`src/rtl/bkt_pkg.sv`:
```
// Shared types and constants for the button to key injection tracker.
// Used by bkt_ctrl, bkt_dp and the top level; depends on nothing.
`timescale 1ns / 1ps

package bkt_pkg;

  // Fixed field widths
  localparam int unsigned CmdW    = 3;
  localparam int unsigned BtnW    = 5;
  localparam int unsigned KeyW    = 8;
  localparam int unsigned MouseW  = 3;
  localparam int unsigned CntW    = 3;
  localparam int unsigned KindW   = 3;
  localparam int unsigned StepW   = 2;
  localparam int unsigned SubFields = 4;

  localparam logic signed [StepW-1:0] WheelUp   = 2'sd1;
  localparam logic signed [StepW-1:0] WheelDown = -2'sd1;

  // Input command codes
  typedef enum logic [CmdW-1:0] {
    CMD_KEY         = 3'd0,
    CMD_CLICK       = 3'd1,
    CMD_TOGGLE      = 3'd2,
    CMD_WHEEL_UP    = 3'd3,
    CMD_WHEEL_DOWN  = 3'd4,
    CMD_NOP         = 3'd5,
    CMD_RELEASE_ALL = 3'd6
  } cmd_e;

  // Output event kinds
  typedef enum logic [KindW-1:0] {
    EV_KEY_DOWN    = 3'd0,
    EV_KEY_UP      = 3'd1,
    EV_MOUSE_DOWN  = 3'd2,
    EV_MOUSE_UP    = 3'd3,
    EV_WHEEL       = 3'd4,
    EV_NOTICE      = 3'd5,
    EV_RELEASE_ALL = 3'd6
  } ev_e;

  // Source that fills the output register
  typedef enum logic [3:0] {
    SRC_KEY_MAIN,
    SRC_KEY_SUB,
    SRC_CLICK,
    SRC_TOG_MOUSE,
    SRC_TOG_NOTICE,
    SRC_WHEEL,
    SRC_REL_SUB,
    SRC_REL_MAIN,
    SRC_REL_CLICK,
    SRC_RA_HEAD,
    SRC_RA_NOTICE
  } src_e;

  typedef enum logic [3:0] {
    S_IDLE,
    S_DECODE,
    S_KEY_MAIN,
    S_KEY_SUB,
    S_CLICK,
    S_TOG_MOUSE,
    S_TOG_NOTICE,
    S_WHEEL,
    S_REL_RD,
    S_REL_SUB,
    S_REL_MAIN,
    S_REL_CLICK,
    S_RA_HEAD,
    S_RA_WALK,
    S_RA_CLEAR
  } state_e;

  // Controller to datapath commands
  typedef struct packed {
    logic capture;    // latch the input transaction
    logic emit;       // load the output register
    src_e src;
    logic last;
    logic set_main;   // record main key as held
    logic sub_next;   // store the next sub key, consume it
    logic set_click;
    logic tog_flip;
    logic rel_load;   // load release counter from the held count
    logic rel_read;   // read the next held sub key
    logic clr_main;
    logic clr_click;
    logic walk_clr;   // drop the latch at the walk index
    logic walk_inc;
    logic clear_all;
  } dp_ctl_t;

  // Datapath to controller status
  typedef struct packed {
    logic           out_free;
    logic           in_range;
    logic [CmdW-1:0] cmd;
    logic           pressed;
    logic           main_vld;
    logic           click_vld;
    logic           tog_vld;
    logic           tog_any;
    logic           tog_rest;
    logic           sub_any;
    logic           sub_rest;
    logic           cnt_nz;
    logic           rel_nz;
  } dp_sts_t;

endpackage

```
`src/rtl/button_to_key_injection_tracker.sv`:
```
// Top level of the button to key injection tracker.
// Depends on bkt_pkg, bkt_ctrl and bkt_dp.
//
//   Channel | Handshake                  | Payload
//   --------+----------------------------+-------------------------------------------
//   in      | in_valid_i / in_stall_o    | command, button, pressed, main_key,
//           |                            | mouse_button, sub_count, sub_key_0..3
//   out     | out_valid_o / out_stall_i  | event_kind, key_code, mouse_code,
//           |                            | wheel_step, notice_button, latch_on, last
//
// A transaction is captured and decoded, then its press events go out one by one; a
// release sends each held sub key after a registered memory read, then the main key and
// click stages. Release all walks the latches one button a cycle, waiting at a latched
// button while the output is stalled, then clears them. The input stalls until the
// controller is idle again; a stalled output holds its register and the controller waits.
// Reset clears all records at once; the sub key memory holds no reset value.
`timescale 1ns / 1ps

module button_to_key_injection_tracker
  import bkt_pkg::*;
#(
  parameter int NUM_BUTTONS = 32,
  parameter int MAX_SUBS    = 4
) (
  input  logic                     clk_i,
  input  logic                     rst_ni,
  input  logic                     in_valid_i,
  output logic                     in_stall_o,
  input  logic [CmdW-1:0]          command_i,
  input  logic [BtnW-1:0]          button_i,
  input  logic                     pressed_i,
  input  logic [KeyW-1:0]          main_key_i,
  input  logic [MouseW-1:0]        mouse_button_i,
  input  logic [CntW-1:0]          sub_count_i,
  input  logic [KeyW-1:0]          sub_key_0_i,
  input  logic [KeyW-1:0]          sub_key_1_i,
  input  logic [KeyW-1:0]          sub_key_2_i,
  input  logic [KeyW-1:0]          sub_key_3_i,
  output logic                     out_valid_o,
  input  logic                     out_stall_i,
  output logic [KindW-1:0]         event_kind_o,
  output logic [KeyW-1:0]          key_code_o,
  output logic [MouseW-1:0]        mouse_code_o,
  output logic signed [StepW-1:0]  wheel_step_o,
  output logic [BtnW-1:0]          notice_button_o,
  output logic                     latch_on_o,
  output logic                     last_o
);

  dp_ctl_t ctl;
  dp_sts_t sts;

  // Sequencer
  bkt_ctrl u_ctrl (
    .clk_i      (clk_i),
    .rst_ni     (rst_ni),
    .in_valid_i (in_valid_i),
    .in_stall_o (in_stall_o),
    .sts_i      (sts),
    .ctl_o      (ctl)
  );

  // Records, memory and output register
  bkt_dp #(
    .NUM_BUTTONS (NUM_BUTTONS),
    .MAX_SUBS    (MAX_SUBS)
  ) u_dp (
    .clk_i           (clk_i),
    .rst_ni          (rst_ni),
    .command_i       (command_i),
    .button_i        (button_i),
    .pressed_i       (pressed_i),
    .main_key_i      (main_key_i),
    .mouse_button_i  (mouse_button_i),
    .sub_count_i     (sub_count_i),
    .sub_key_0_i     (sub_key_0_i),
    .sub_key_1_i     (sub_key_1_i),
    .sub_key_2_i     (sub_key_2_i),
    .sub_key_3_i     (sub_key_3_i),
    .out_stall_i     (out_stall_i),
    .out_valid_o     (out_valid_o),
    .event_kind_o    (event_kind_o),
    .key_code_o      (key_code_o),
    .mouse_code_o    (mouse_code_o),
    .wheel_step_o    (wheel_step_o),
    .notice_button_o (notice_button_o),
    .latch_on_o      (latch_on_o),
    .last_o          (last_o),
    .ctl_i           (ctl),
    .sts_o           (sts)
  );

endmodule

```
`src/rtl/bkt_dp.sv`:
```
// Datapath: input holding registers, per-button records, sub key memory and output register.
// Depends on bkt_pkg; driven by bkt_ctrl through dp_ctl_t.
`timescale 1ns / 1ps

module bkt_dp
  import bkt_pkg::*;
#(
  parameter int NUM_BUTTONS = 32,
  parameter int MAX_SUBS    = 4
) (
  input  logic                     clk_i,
  input  logic                     rst_ni,
  input  logic [CmdW-1:0]          command_i,
  input  logic [BtnW-1:0]          button_i,
  input  logic                     pressed_i,
  input  logic [KeyW-1:0]          main_key_i,
  input  logic [MouseW-1:0]        mouse_button_i,
  input  logic [CntW-1:0]          sub_count_i,
  input  logic [KeyW-1:0]          sub_key_0_i,
  input  logic [KeyW-1:0]          sub_key_1_i,
  input  logic [KeyW-1:0]          sub_key_2_i,
  input  logic [KeyW-1:0]          sub_key_3_i,
  input  logic                     out_stall_i,
  output logic                     out_valid_o,
  output logic [KindW-1:0]         event_kind_o,
  output logic [KeyW-1:0]          key_code_o,
  output logic [MouseW-1:0]        mouse_code_o,
  output logic signed [StepW-1:0]  wheel_step_o,
  output logic [BtnW-1:0]          notice_button_o,
  output logic                     latch_on_o,
  output logic                     last_o,
  input  dp_ctl_t                  ctl_i,
  output dp_sts_t                  sts_o
);

  localparam int NB     = NUM_BUTTONS;
  localparam int IdxW   = (NB > 1) ? $clog2(NB) : 1;
  localparam int Depth  = NB * MAX_SUBS;
  localparam int AW     = (Depth > 1) ? $clog2(Depth) : 1;
  localparam int SubLim = (MAX_SUBS < SubFields) ? MAX_SUBS : SubFields;

  // Input holding registers
  logic [CmdW-1:0]   cmd_q;
  logic [BtnW-1:0]   btn_q;
  logic              pressed_q;
  logic [KeyW-1:0]   mk_q;
  logic [MouseW-1:0] mb_q;
  logic [KeyW-1:0]   subs_q [SubFields];
  logic [SubFields-1:0] mask_q, mask_d;

  // Per-button records
  logic [NB-1:0]     main_vld_q, click_vld_q, tog_vld_q;
  logic [KeyW-1:0]   main_held_q [NB];
  logic [MouseW-1:0] click_held_q [NB];
  logic [MouseW-1:0] tog_held_q [NB];
  logic [CntW-1:0]   sub_cnt_q [NB];

  // Sub key memory
  logic [KeyW-1:0]   sub_mem [Depth];
  logic [KeyW-1:0]   mem_rdata_q;

  logic [CntW-1:0]   cnt_q;
  logic [CntW-1:0]   rel_q;
  logic [IdxW-1:0]   idx_q;

  logic              out_valid_q;
  logic [KindW-1:0]  kind_q, kind_d;
  logic [KeyW-1:0]   key_q, key_d;
  logic [MouseW-1:0] mouse_q, mouse_d;
  logic signed [StepW-1:0] step_q, step_d;
  logic [BtnW-1:0]   nbtn_q, nbtn_d;
  logic              latch_q, latch_d;
  logic              last_q;

  logic              is_ra;
  logic [IdxW-1:0]   addr;
  logic [NB-1:0]     addr_hot;
  logic [AW-1:0]     base;
  logic [1:0]        sel;
  logic [SubFields-1:0] mask_rest;
  logic [KeyW-1:0]   sub_in [SubFields];

  // Record address: walk index during release all, else the button
  assign is_ra    = (cmd_q == CMD_RELEASE_ALL);
  assign addr     = is_ra ? idx_q : IdxW'(btn_q);
  assign addr_hot = {{(NB-1){1'b0}}, 1'b1} << addr;
  assign base     = AW'(addr) * AW'(MAX_SUBS);

  // Pick the lowest pending sub key
  always_comb begin
    sel = 2'd0;
    for (int i = SubFields - 1; i >= 0; i--) begin
      if (mask_q[i]) sel = 2'(i);
    end
  end
  assign mask_rest = mask_q & (mask_q - SubFields'(1));

  // Mark sub keys to send: within the count limit and not equal to the main key
  assign sub_in[0] = sub_key_0_i;
  assign sub_in[1] = sub_key_1_i;
  assign sub_in[2] = sub_key_2_i;
  assign sub_in[3] = sub_key_3_i;
  always_comb begin
    for (int i = 0; i < SubFields; i++) begin
      mask_d[i] = (32'(sub_count_i) > i) && (i < SubLim) && (sub_in[i] != main_key_i);
    end
  end

  // Capture the input transaction
  always_ff @(posedge clk_i) begin
    if (ctl_i.capture) begin
      cmd_q     <= command_i;
      btn_q     <= button_i;
      pressed_q <= pressed_i;
      mk_q      <= main_key_i;
      mb_q      <= mouse_button_i;
      for (int i = 0; i < SubFields; i++) subs_q[i] <= sub_in[i];
    end
  end

  // Sequencing counters and the pending sub mask
  always_ff @(posedge clk_i or negedge rst_ni) begin
    if (!rst_ni) begin
      mask_q <= '0;
      cnt_q  <= '0;
      rel_q  <= '0;
      idx_q  <= '0;
    end else begin
      if (ctl_i.capture) begin
        mask_q <= mask_d;
        cnt_q  <= '0;
        idx_q  <= '0;
      end
      if (ctl_i.sub_next) begin
        mask_q <= mask_rest;
        cnt_q  <= cnt_q + CntW'(1);
      end
      if (ctl_i.rel_load) rel_q <= sub_cnt_q[addr];
      if (ctl_i.rel_read) rel_q <= rel_q - CntW'(1);
      if (ctl_i.walk_inc) idx_q <= idx_q + IdxW'(1);
    end
  end

  // Record valid bits and counts
  always_ff @(posedge clk_i or negedge rst_ni) begin
    if (!rst_ni) begin
      main_vld_q  <= '0;
      click_vld_q <= '0;
      tog_vld_q   <= '0;
      for (int i = 0; i < NB; i++) sub_cnt_q[i] <= '0;
    end else if (ctl_i.clear_all) begin
      main_vld_q  <= '0;
      click_vld_q <= '0;
      tog_vld_q   <= '0;
      for (int i = 0; i < NB; i++) sub_cnt_q[i] <= '0;
    end else begin
      if (ctl_i.set_main)  main_vld_q  <= main_vld_q | addr_hot;
      if (ctl_i.clr_main)  main_vld_q  <= main_vld_q & ~addr_hot;
      if (ctl_i.set_click) click_vld_q <= click_vld_q | addr_hot;
      if (ctl_i.clr_click) click_vld_q <= click_vld_q & ~addr_hot;
      if (ctl_i.tog_flip)  tog_vld_q   <= tog_vld_q ^ addr_hot;
      if (ctl_i.walk_clr)  tog_vld_q   <= tog_vld_q & ~addr_hot;
      if (ctl_i.set_main)  sub_cnt_q[addr] <= '0;
      if (ctl_i.sub_next)  sub_cnt_q[addr] <= cnt_q + CntW'(1);
      if (ctl_i.rel_load)  sub_cnt_q[addr] <= '0;
    end
  end

  // Record payloads
  always_ff @(posedge clk_i) begin
    if (ctl_i.set_main)  main_held_q[addr]  <= mk_q;
    if (ctl_i.set_click) click_held_q[addr] <= mb_q;
    if (ctl_i.tog_flip && !tog_vld_q[addr]) tog_held_q[addr] <= mb_q;
  end

  // Sub key memory: write on press, registered read on release
  always_ff @(posedge clk_i) begin
    if (ctl_i.sub_next) sub_mem[base + AW'(cnt_q)] <= subs_q[sel];
    if (ctl_i.rel_read) mem_rdata_q <= sub_mem[base + AW'(rel_q - CntW'(1))];
  end

  // Output register
  always_ff @(posedge clk_i or negedge rst_ni) begin
    if (!rst_ni) begin
      out_valid_q <= 1'b0;
    end else if (ctl_i.emit) begin
      out_valid_q <= 1'b1;
    end else if (!out_stall_i) begin
      out_valid_q <= 1'b0;
    end
  end

  // Select the payload of the next output transaction
  always_comb begin
    kind_d  = EV_KEY_DOWN;
    key_d   = '0;
    mouse_d = '0;
    step_d  = '0;
    nbtn_d  = '0;
    latch_d = 1'b0;
    case (ctl_i.src)
      SRC_KEY_MAIN: key_d = mk_q;
      SRC_KEY_SUB:  key_d = subs_q[sel];
      SRC_CLICK: begin
        kind_d  = EV_MOUSE_DOWN;
        mouse_d = mb_q;
      end
      SRC_TOG_MOUSE: begin
        kind_d  = tog_vld_q[addr] ? EV_MOUSE_UP : EV_MOUSE_DOWN;
        mouse_d = mb_q;
      end
      SRC_TOG_NOTICE: begin
        kind_d  = EV_NOTICE;
        mouse_d = mb_q;
        nbtn_d  = btn_q;
        latch_d = !tog_vld_q[addr];
      end
      SRC_WHEEL: begin
        kind_d = EV_WHEEL;
        step_d = (cmd_q == CMD_WHEEL_UP) ? WheelUp : WheelDown;
      end
      SRC_REL_SUB: begin
        kind_d = EV_KEY_UP;
        key_d  = mem_rdata_q;
      end
      SRC_REL_MAIN: begin
        kind_d = EV_KEY_UP;
        key_d  = main_held_q[addr];
      end
      SRC_REL_CLICK: begin
        kind_d  = EV_MOUSE_UP;
        mouse_d = click_held_q[addr];
      end
      SRC_RA_HEAD: kind_d = EV_RELEASE_ALL;
      SRC_RA_NOTICE: begin
        kind_d  = EV_NOTICE;
        mouse_d = tog_held_q[addr];
        nbtn_d  = BtnW'(idx_q);
      end
      default: kind_d = EV_KEY_DOWN;
    endcase
  end

  // Load the output payload
  always_ff @(posedge clk_i) begin
    if (ctl_i.emit) begin
      kind_q  <= kind_d;
      key_q   <= key_d;
      mouse_q <= mouse_d;
      step_q  <= step_d;
      nbtn_q  <= nbtn_d;
      latch_q <= latch_d;
      last_q  <= ctl_i.last;
    end
  end

  assign out_valid_o     = out_valid_q;
  assign event_kind_o    = kind_q;
  assign key_code_o      = key_q;
  assign mouse_code_o    = mouse_q;
  assign wheel_step_o    = step_q;
  assign notice_button_o = nbtn_q;
  assign latch_on_o      = latch_q;
  assign last_o          = last_q;

  // Status back to the controller
  always_comb begin
    sts_o.out_free  = !out_valid_q || !out_stall_i;
    sts_o.in_range  = (32'(btn_q) < NB);
    sts_o.cmd       = cmd_q;
    sts_o.pressed   = pressed_q;
    sts_o.main_vld  = main_vld_q[addr];
    sts_o.click_vld = click_vld_q[addr];
    sts_o.tog_vld   = tog_vld_q[addr];
    sts_o.tog_any   = |tog_vld_q;
    sts_o.tog_rest  = |(tog_vld_q & ~addr_hot);
    sts_o.sub_any   = |mask_q;
    sts_o.sub_rest  = |mask_rest;
    sts_o.cnt_nz    = (sub_cnt_q[addr] != '0);
    sts_o.rel_nz    = (rel_q != '0);
  end

endmodule

```
`src/rtl/bkt_ctrl.sv`:
```
// Controller: sequences the result events of one input transaction.
// Depends on bkt_pkg; commands bkt_dp through dp_ctl_t, reads dp_sts_t.
`timescale 1ns / 1ps

module bkt_ctrl
  import bkt_pkg::*;
(
  input  logic    clk_i,
  input  logic    rst_ni,
  input  logic    in_valid_i,
  output logic    in_stall_o,
  input  dp_sts_t sts_i,
  output dp_ctl_t ctl_o
);

  state_e state_q, state_d;

  // State register
  always_ff @(posedge clk_i or negedge rst_ni) begin
    if (!rst_ni) begin
      state_q <= S_IDLE;
    end else begin
      state_q <= state_d;
    end
  end

  assign in_stall_o = (state_q != S_IDLE);

  // Next state and datapath commands
  always_comb begin
    state_d = state_q;
    ctl_o   = '0;
    ctl_o.src = SRC_KEY_MAIN;
    unique case (state_q)
      S_IDLE: begin
        if (in_valid_i) begin
          ctl_o.capture = 1'b1;
          state_d = S_DECODE;
        end
      end
      S_DECODE: begin
        if (sts_i.cmd == CMD_RELEASE_ALL) begin
          state_d = S_RA_HEAD;
        end else if (!sts_i.in_range) begin
          state_d = S_IDLE;
        end else if (!sts_i.pressed) begin
          ctl_o.rel_load = 1'b1;
          state_d = sts_i.cnt_nz ? S_REL_RD : S_REL_MAIN;
        end else begin
          case (sts_i.cmd) inside
            CMD_KEY:    state_d = sts_i.main_vld ? S_IDLE : S_KEY_MAIN;
            CMD_CLICK:  state_d = sts_i.click_vld ? S_IDLE : S_CLICK;
            CMD_TOGGLE: state_d = S_TOG_MOUSE;
            CMD_WHEEL_UP, CMD_WHEEL_DOWN: state_d = S_WHEEL;
            default:    state_d = S_IDLE;
          endcase
        end
      end
      S_KEY_MAIN: begin
        if (sts_i.out_free) begin
          ctl_o.emit     = 1'b1;
          ctl_o.src      = SRC_KEY_MAIN;
          ctl_o.last     = !sts_i.sub_any;
          ctl_o.set_main = 1'b1;
          state_d = sts_i.sub_any ? S_KEY_SUB : S_IDLE;
        end
      end
      S_KEY_SUB: begin
        if (sts_i.out_free) begin
          ctl_o.emit     = 1'b1;
          ctl_o.src      = SRC_KEY_SUB;
          ctl_o.last     = !sts_i.sub_rest;
          ctl_o.sub_next = 1'b1;
          state_d = sts_i.sub_rest ? S_KEY_SUB : S_IDLE;
        end
      end
      S_CLICK: begin
        if (sts_i.out_free) begin
          ctl_o.emit      = 1'b1;
          ctl_o.src       = SRC_CLICK;
          ctl_o.last      = 1'b1;
          ctl_o.set_click = 1'b1;
          state_d = S_IDLE;
        end
      end
      S_TOG_MOUSE: begin
        if (sts_i.out_free) begin
          ctl_o.emit = 1'b1;
          ctl_o.src  = SRC_TOG_MOUSE;
          state_d = S_TOG_NOTICE;
        end
      end
      S_TOG_NOTICE: begin
        if (sts_i.out_free) begin
          ctl_o.emit     = 1'b1;
          ctl_o.src      = SRC_TOG_NOTICE;
          ctl_o.last     = 1'b1;
          ctl_o.tog_flip = 1'b1;
          state_d = S_IDLE;
        end
      end
      S_WHEEL: begin
        if (sts_i.out_free) begin
          ctl_o.emit = 1'b1;
          ctl_o.src  = SRC_WHEEL;
          ctl_o.last = 1'b1;
          state_d = S_IDLE;
        end
      end
      S_REL_RD: begin
        ctl_o.rel_read = 1'b1;
        state_d = S_REL_SUB;
      end
      S_REL_SUB: begin
        if (sts_i.out_free) begin
          ctl_o.emit = 1'b1;
          ctl_o.src  = SRC_REL_SUB;
          ctl_o.last = !sts_i.rel_nz && !sts_i.main_vld && !sts_i.click_vld;
          state_d = sts_i.rel_nz ? S_REL_RD : S_REL_MAIN;
        end
      end
      S_REL_MAIN: begin
        if (!sts_i.main_vld) begin
          state_d = S_REL_CLICK;
        end else if (sts_i.out_free) begin
          ctl_o.emit     = 1'b1;
          ctl_o.src      = SRC_REL_MAIN;
          ctl_o.last     = !sts_i.click_vld;
          ctl_o.clr_main = 1'b1;
          state_d = S_REL_CLICK;
        end
      end
      S_REL_CLICK: begin
        if (!sts_i.click_vld) begin
          state_d = S_IDLE;
        end else if (sts_i.out_free) begin
          ctl_o.emit      = 1'b1;
          ctl_o.src       = SRC_REL_CLICK;
          ctl_o.last      = 1'b1;
          ctl_o.clr_click = 1'b1;
          state_d = S_IDLE;
        end
      end
      S_RA_HEAD: begin
        if (sts_i.out_free) begin
          ctl_o.emit = 1'b1;
          ctl_o.src  = SRC_RA_HEAD;
          ctl_o.last = !sts_i.tog_any;
          state_d = sts_i.tog_any ? S_RA_WALK : S_RA_CLEAR;
        end
      end
      S_RA_WALK: begin
        // Skip unlatched buttons; send a cleared notice for each latched one
        if (!sts_i.tog_vld) begin
          ctl_o.walk_inc = 1'b1;
        end else if (sts_i.out_free) begin
          ctl_o.emit     = 1'b1;
          ctl_o.src      = SRC_RA_NOTICE;
          ctl_o.last     = !sts_i.tog_rest;
          ctl_o.walk_clr = 1'b1;
          ctl_o.walk_inc = 1'b1;
          state_d = sts_i.tog_rest ? S_RA_WALK : S_RA_CLEAR;
        end
      end
      S_RA_CLEAR: begin
        ctl_o.clear_all = 1'b1;
        state_d = S_IDLE;
      end
      default: state_d = S_IDLE;
    endcase
  end

endmodule

```
`config.mk`:
```
export PLATFORM = sky130hd
export DESIGN_NAME = button_to_key_injection_tracker
export DESIGN_NICKNAME = d
export VERILOG_FILES = /design/src/rtl/bkt_pkg.sv /design/src/rtl/button_to_key_injection_tracker.sv /design/src/rtl/bkt_dp.sv /design/src/rtl/bkt_ctrl.sv
export SDC_FILE = /design/constraint.sdc
export NUM_CORES = 2
export LEC_CHECK = 0
export CORE_UTILIZATION = 54
export CTS_CLUSTER_SIZE = 10
export DETAILED_ROUTE_END_ITERATION = 12
export DONT_BUFFER_PORTS = 1
export MAX_ROUTING_LAYER = met4
export PLACE_DENSITY = 0.69
export REMOVE_ABC_BUFFERS = 1
export SYNTH_ARGS = -nofsm -noshare
export SYNTH_HDL_FRONTEND = slang
export SYNTH_SLANG_ARGS = --single-unit
```
`constraint.sdc`:
```
create_clock -name clk_i -period 13.9 [get_ports clk_i]
set_input_delay 0 -clock clk_i [delete_from_list [all_inputs] [get_ports clk_i]]
set_output_delay 0 -clock clk_i [all_outputs]
set_load 0.01 [all_outputs]
```
=== After elaboration in Yosys (flattened, before gate mapping) ===
Memory sizes are Yosys's and may differ from the RTL's. A register that Yosys moved wholly into a read port is not among the register bits.
Index checks and enable logic that the tools add are counted.

* Input port bits: 59
* Word-level logic and storage cells: 290
* Memories: 5
* Register bits after elaboration: 255
* Memory bits (writable): 1,504
* Output and inout bits: 25

* Add/subtract/negate cells: 7
* Shift operators: 1
* $lt $le $gt $ge: 7
* Reduce and logical (&&, ||, !) cells: 41
* Equal/unequal tests: 43
* Bitwise operators: 12
* Muxes and demuxes: 121

{| class="wikitable"
|+ Memories
! memory !! words !! bits a word !! read ports !! clocked after Yosys merged registers in !! write ports !! RTL line !! RTL
|-
| u_dp.sub_mem || 128 || 8 || 1 || 1 || 1 || bkt_dp.sv:59 || <nowiki>logic [KeyW-1:0] sub_mem [Depth];</nowiki>
|-
| u_dp.main_held_q || 32 || 8 || 1 || 0 || 1 || bkt_dp.sv:53 || <nowiki>logic [KeyW-1:0] main_held_q [NB];</nowiki>
|-
| u_dp.click_held_q || 32 || 3 || 1 || 0 || 1 || bkt_dp.sv:54 || <nowiki>logic [MouseW-1:0] click_held_q [NB];</nowiki>
|-
| u_dp.tog_held_q || 32 || 3 || 1 || 0 || 1 || bkt_dp.sv:55 || <nowiki>logic [MouseW-1:0] tog_held_q [NB];</nowiki>
|-
| u_dp.subs_q || 4 || 8 || 1 || 0 || 4 || bkt_dp.sv:48 || <nowiki>logic [KeyW-1:0] subs_q [SubFields];</nowiki>
|}

{| class="wikitable"
|+ Operators by type and width
! operator !! number
|-
| $mux 96 || 6
|-
| $mux 32 || 9
|-
| $and 96x96->96 || 2
|-
| $and 32x32->32 || 3
|-
| $bwmux 96 || 1
|-
| $not 96->96 || 1
|-
| $mux 4 || 19
|-
| $mux 6 || 12
|-
| $or 32x32->32 || 2
|-
| $reduce_or 32->1 || 2
|-
| $pmux 5 s11 || 1
|-
| $pmux 4 s12 || 1
|-
| $eq 4x4->1 const B || 10
|-
| $mux 1 || 34
|-
| $eq 4x3->1 const B || 8
|-
| $ne 8x8->1 || 4
|-
| $not 32->32 || 1
|-
| $pmux 8 s4 || 1
|-
| $shl 1x5->32 const A || 1
|-
| $xor 32x32->32 || 1
|-
| $mux 2 || 14
|-
| $mux 3 || 9
|-
| $pmux 3 s7 || 1
|-
| $mux 5 || 4
|-
| 41 further kinds || 85
|}

=== Depth between registers and ports, before layout ===
* Depth after elaboration: 17
* Mapped depth: 21
* Mapped depth without buffers: 15

=== By module ===
A second synthesis with hierarchy kept.

* Cell total of the unflattened synthesis: 4,619
* Area, all modules: 74,048.5 um^2

{| class="wikitable"
|+ By module, submodules not included
! module !! sequential area each (um^2) !! area an instance (um^2) !! instances !! cells an instance
|-
| bkt_dp || 51,899.8 || 73,181.4 || 1 || 4,483
|-
| bkt_ctrl || 100.1 || 867.1 || 1 || 136
|}

=== Worst setup path before layout ===
OpenSTA, ideal clock, no wires.

* Path type: register to register
* From: reg u_dp.cmd_q[0]
* To: reg u_dp.mem_rdata_q[0], read port of u_dp.sub_mem, data pin
* Required time: 13.640 ns
* Clock period less this slack: 5.218 ns
* Arrival: 4.959 ns
* Slack: 8.682 ns
* Stages on the path, launching flop included: 18
* Cell sequence: edfxtp_1 and4b_1 buf_6 a21oi_4 inv_2 buf_6 buf_6 buf_6 clkbuf_1 clkbuf_1 clkbuf_1 ha_1 inv_1 fa_1 xnor2_1 clkbuf_1 mux4_2 mux2_2

* Longest elaborated chain between the ends: 3

{| class="wikitable"
|+ Ends and longest elaborated chain
! item !! RTL line !! RTL
|-
| from (decl) || bkt_dp.sv:43 || <nowiki>logic [CmdW-1:0] cmd_q;</nowiki>
|-
| from (signal assigned) || bkt_dp.sv:112 || <nowiki>cmd_q <= command_i;</nowiki>
|-
| $eq 3x3->1 || bkt_dp.sv:84 || <nowiki>assign is_ra = (cmd_q == CMD_RELEASE_ALL);</nowiki>
|-
| $mux 5 || bkt_dp.sv:85 || <nowiki>assign addr = is_ra ? idx_q : IdxW'(btn_q);</nowiki>
|-
| $add 7x7->7 || bkt_dp.sv:179 || <nowiki>if (ctl_i.rel_read) mem_rdata_q <= sub_mem[base + AW'(rel_q - CntW'(1))];</nowiki>
|-
| to (decl) || bkt_dp.sv:60 || <nowiki>logic [KeyW-1:0] mem_rdata_q;</nowiki>
|}

Every way passes these cells.
A chain may end at the register's enable or synchronous reset.

=== Final worst setup path ===
* From: reg u_dp.cmd_q[1]
* To: reg u_ctrl.state_q[0]

* Longest elaborated chain between the ends: 10

{| class="wikitable"
|+ Ends and longest elaborated chain
! item !! RTL line !! RTL
|-
| $eq 3x3->1 || bkt_dp.sv:84, bkt_ctrl.sv:42 ||
|-
| $mux 5 || bkt_dp.sv:85 ||
|-
| $shl 1x5->32 || bkt_dp.sv:86 || <nowiki>assign addr_hot = {{(NB-1){1'b0}}, 1'b1} << addr;</nowiki>
|-
| $not 32->32 || bkt_dp.sv:276 || <nowiki>sts_o.tog_rest = |(tog_vld_q & ~addr_hot);</nowiki>
|-
| $and 32x32->32 || bkt_dp.sv:276 ||
|-
| $reduce_or 32->1 || bkt_dp.sv:276 ||
|-
| $mux 2 || bkt_ctrl.sv:162 || <nowiki>state_d = sts_i.tog_rest ? S_RA_WALK : S_RA_CLEAR;</nowiki>
|-
| $mux 4 || bkt_ctrl.sv:156 || <nowiki>end else if (sts_i.out_free) begin</nowiki>
|-
| $mux 4 || bkt_ctrl.sv:154 || <nowiki>if (!sts_i.tog_vld) begin</nowiki>
|-
| $pmux 4 s12 || bkt_ctrl.sv:34 || <nowiki>unique case (state_q)</nowiki>
|-
| to (signal assigned) || bkt_ctrl.sv:23 || <nowiki>state_q <= state_d;</nowiki>
|-
| to (decl) || bkt_ctrl.sv:16 || <nowiki>state_e state_q, state_d;</nowiki>
|}

Several ways; a longest one is shown, not always the timed one. The select of a mux whose other input is x is not followed.

==> implementation parameters <==
Parameter                              Value

Timing
  Worst max-slew margin expressed relative to the limit    0.773%
  Clock Skew    0.0631 ns
  Final count of pins violating max slew    0
  Tightest Pin Transition    1.48 ns
  Achievable Freq    0.157 GHz
  Endpoints failing setup    0
  Setup repair after global routing missed its margin    false
  Fin crit period    6.39 ns
  Final-report hold violation count    6
  Worst hold slack after final layout    -0.0252 ns
  Total Neg Setup Slack    0 ns
  Final worst-path cycle share    45.9%

Job
  Number of max-cap violations    1

Detailed routing
  DR iter-0 viols    6,963
  Wire per inst    30.5 um
  Routed vias/inst    6.70
  Detailed-route via count    43,600
  Post-DRT Antenna Nets    0
  Remaining design rule violation count    0
  Total detailed-routing wirelength    198 mm
  First-pass DRT Iterations    7

Floorplan
  Total die area    136,000 sq um
  Core box area    133,000 sq um
  Initial standard-cell utilization of the core    54.5%
  Floorplan die width    369 um
  Top-level I/O count    84
  Die outline height    369 um
  Row Count    134

Yosys
  Syn_area_per_cell    16.0 sq um
  Post-synth top flop    sky130_fd_sc_hd__edfxtp_1
  Flip-flop and latch count after synthesis    1,767
  Gate count after technology mapping    4,548
  Yosys warns    0
  Fraction of post-synthesis cell area in the top cell type by area    64.2%
  Share of synthesized registers carrying an async set or reset    12.0%
  Number of different library cells in the post-synthesis netlist    66
  Main area contributors after synthesis    sky130_fd_sc_hd__edfxtp_1 (64%), sky130_fd_sc_hd__mux4_2 (11%), sky130_fd_sc_hd__dfrtp_1 (7.3%)
  Sequential element share of the synthesized area    71.5%
  Cell area after technology mapping    72,700 sq um
  EDFF count, synth    1,555
  Most area-hungry cell type in the Yosys netlist    sky130_fd_sc_hd__edfxtp_1

Placed design
  Placed cells    6,110
  Final HPWL DP    121 mm
  GP Congestion    1.01
  Input/output buffers    0

Pwr
  Total power per unit cell area    213 nW/um^2
  Static Leak    26.8 nW
  IR drop worst, VDD    0.263 mV

Setup path
  Setup crit start    u_dp.cmd_q[1]
  Worst path cell trace    nand3b_4, mux2_2, nand2_1, nor3_1, inv_1, ha_1, nor4_1, nand4_1, nor2_1, a21oi_1, a21oi_1, a31oi_1, dlygate4sd3_1
  Cell type of the slowest stage on the worst timing path    sky130_fd_sc_hd__nor3_1
  Startpoint type of the worst setup path    register
  CP Capture Type    register
  Type of the worst setup path    register to register
  Largest fanout on the critical path    24
  Data arrival time of the worst path    7.08 ns
  Largest incremental delay on the critical path    1.14 ns
  Worst path most repeated cell    sky130_fd_sc_hd__a21oi_1
  Required time of the worst setup path    14.59 ns
  Crit Reg-Reg Startpoint    u_dp.cmd_q[1]

Global route
  GR Util All Layers    30.2%
  Initial antenna violation count    10
  Number of global-route vias before repair    41,800
  Largest net degree at the start of global routing    213
  Overall overflow remaining after global route    0
  Wire length of the first global-routing pass    290 mm

Min path
  Path class of the lowest-slack min-delay path    input port to async pin

Clock network
  Worst skew pair latency    0.85 ns
  Clock-pin slew on the worst setup and hold paths    0.06 ns
  Clock sink total    1,767
  Root Driver    sky130_fd_sc_hd__clkbuf_16
  CTS max path bufs    3
  Post-cts repair resize count    0
  Number of buffers created by CTS    197
  Buffers inserted by post-CTS timing repair    0
  Level count of the clock H-tree    4
  TritonCTS clock tree    built

Run status
  Violations in the final reports    hold timing, capacitance limit
  Run status    finished, violations left

Final layout
  Most frequent cells in the layout    sky130_fd_sc_hd__edfxtp_1 (1,555), sky130_fd_sc_hd__nand2_1 (533), sky130_fd_sc_hd__nor2_1 (442), sky130_fd_sc_hd__mux4_2 (342), sky130_fd_sc_hd__dfrtp_1 (211)
  Signed area change from the synthesized netlist to the final layout    11.8%
  Most common cell after layout, fill and taps aside    sky130_fd_sc_hd__edfxtp_1
  Total Nets Final    4,747
  Ratio of cells with drive above 1 in the final layout    16.1%
  Filler instances    9,580
  Fin cells    6,506
## cell families after synthesis
group | Yosys count | synth area share (%)
compound gates | 621 | 6.01
xor+xnor | 41 | 0.494
fa+ha+maj | 43 | 0.750
buf+inv | 351 | 1.95
flops | 1767 | 71.5
mux | 401 | 11.6
simple gates | 1324 | 7.71
## through the flow
stage / hold slack (ns) / setup WS, ns / power, mW / utilization, % / cell area (sq um)
global route: 0.0317 / 7.27 / 17.9 / 60.9 / 81300
finish: -0.0252 / 7.51 / 17.3 / 60.9 / 81300
global placement: -0.268 / 8.33 / 12.6 / 55.9 / 74700
floorplan: -0.296 / -2.89 / 11.4 / - / 71500
CTS: 0.00397 / 7.83 / 17.3 / 60.9 / 81300
detailed placement: -0.268 / 8.30 / 12.7 / 55.9 / 74700
## layer usage
layer / wire [um] / part of all wire [%] / track usage (%) / vias to the layer above
li1: - / - / - / 18000
met1: 77800 / 39 / 43.0 / 22300
met2: 89100 / 45 / 42.7 / 2886
met3: 24500 / 12 / 7.93 / 408
met4: 6740 / 3.4 / 9.71 / 0
met5: 0 / 0 / - / -
## repair_timing
action                                  4_1_cts  5_1_grt
hold endpoints to repair                    278        0
hold buffers                                104        0
endpoints found under the setup margin        0        0
## Yosys cell counts, drive strengths merged, types with 39 or more instances
cell type,n
buf,103
mux4,350
nand3,178
clkbuf,194
ha,42
xnor2,40
nor2,447
o21ai,82
dfrtp,212
a31oi,89
a21oi,130
inv,53
edfxtp,1555
o221ai,57
nor3,39
nand2,534
o221a,52
a22oi,95
## state kept, by name, summed over array words and instances (netlist names), 4 cells and up
| signal | cells |
|---|---|
| u_dp.idx_q | 5 |
| u_ctrl.state_q | 4 |
| u_dp.main_vld_q | 32 |
| u_dp.tog_vld_q | 32 |
| u_dp.subs_q | 32 |
| u_dp.mk_q | 8 |
| u_dp.sub_cnt_q | 96 |
| u_dp.main_held_q | 256 |
| u_dp.click_held_q | 96 |
| u_dp.mask_q | 4 |
| u_dp.sub_mem | 1024 |
| u_dp.mem_rdata_q | 8 |
| u_dp.btn_q | 5 |
| u_dp.key_code_o | 8 |
| u_dp.tog_held_q | 96 |
| u_dp.click_vld_q | 32 |
| u_dp.notice_button_o | 5 |
## worst paths after layout
kind / cells past startpoint / slack [ns] / to
worst max register to register: 13 / 7.51 / u_ctrl.state_q[0]
min in group clk_i: 1 / 0.06 / u_dp.mk_q[0]
worst min register to register: 2 / 0.52 / u_dp.sub_cnt_q[76]
worst max-delay path: 13 / 7.51 / u_ctrl.state_q[0]
worst min-delay path: 2 / -0.03 / u_dp.click_vld_q[31]
max in group asynchronous: 2 / 12.81 / u_dp.rel_q[0]
## critical path: cells and delay by family (launching register included)
kind                     cells  cell delay, ns
AO/OA/AOI/OAI                3            0.40
multiplexers                 1            0.85
flip-flops                   1            0.53
adder cells (fa/ha/maj)      1            0.32
AND/OR/NAND/NOR              6            3.20
buffers and inverters        2            0.94
## cell type report
type	instances	area [sq um]	area share [%]
sequential	1767	52000	64.0
multi-input combinational	2430	19500	24.0
clock buffer	268	5210	6.40
tap	1768	2210	2.72
timing repair buffer	195	1780	2.19
clock inverter	20	367	0.451
inverter	54	213	0.262
antenna	4	10.0	0.0123
## report_power, final
| group | switching (mW) | internal, mW |
|---|---|---|
| clock network | 2.03 | 2.59 |
| logic | 3.39 | 2.31 |
| registers | 0.300 | 6.73 |
| total | 5.72 | 11.6 |
(Power assumes the default switching activity.)
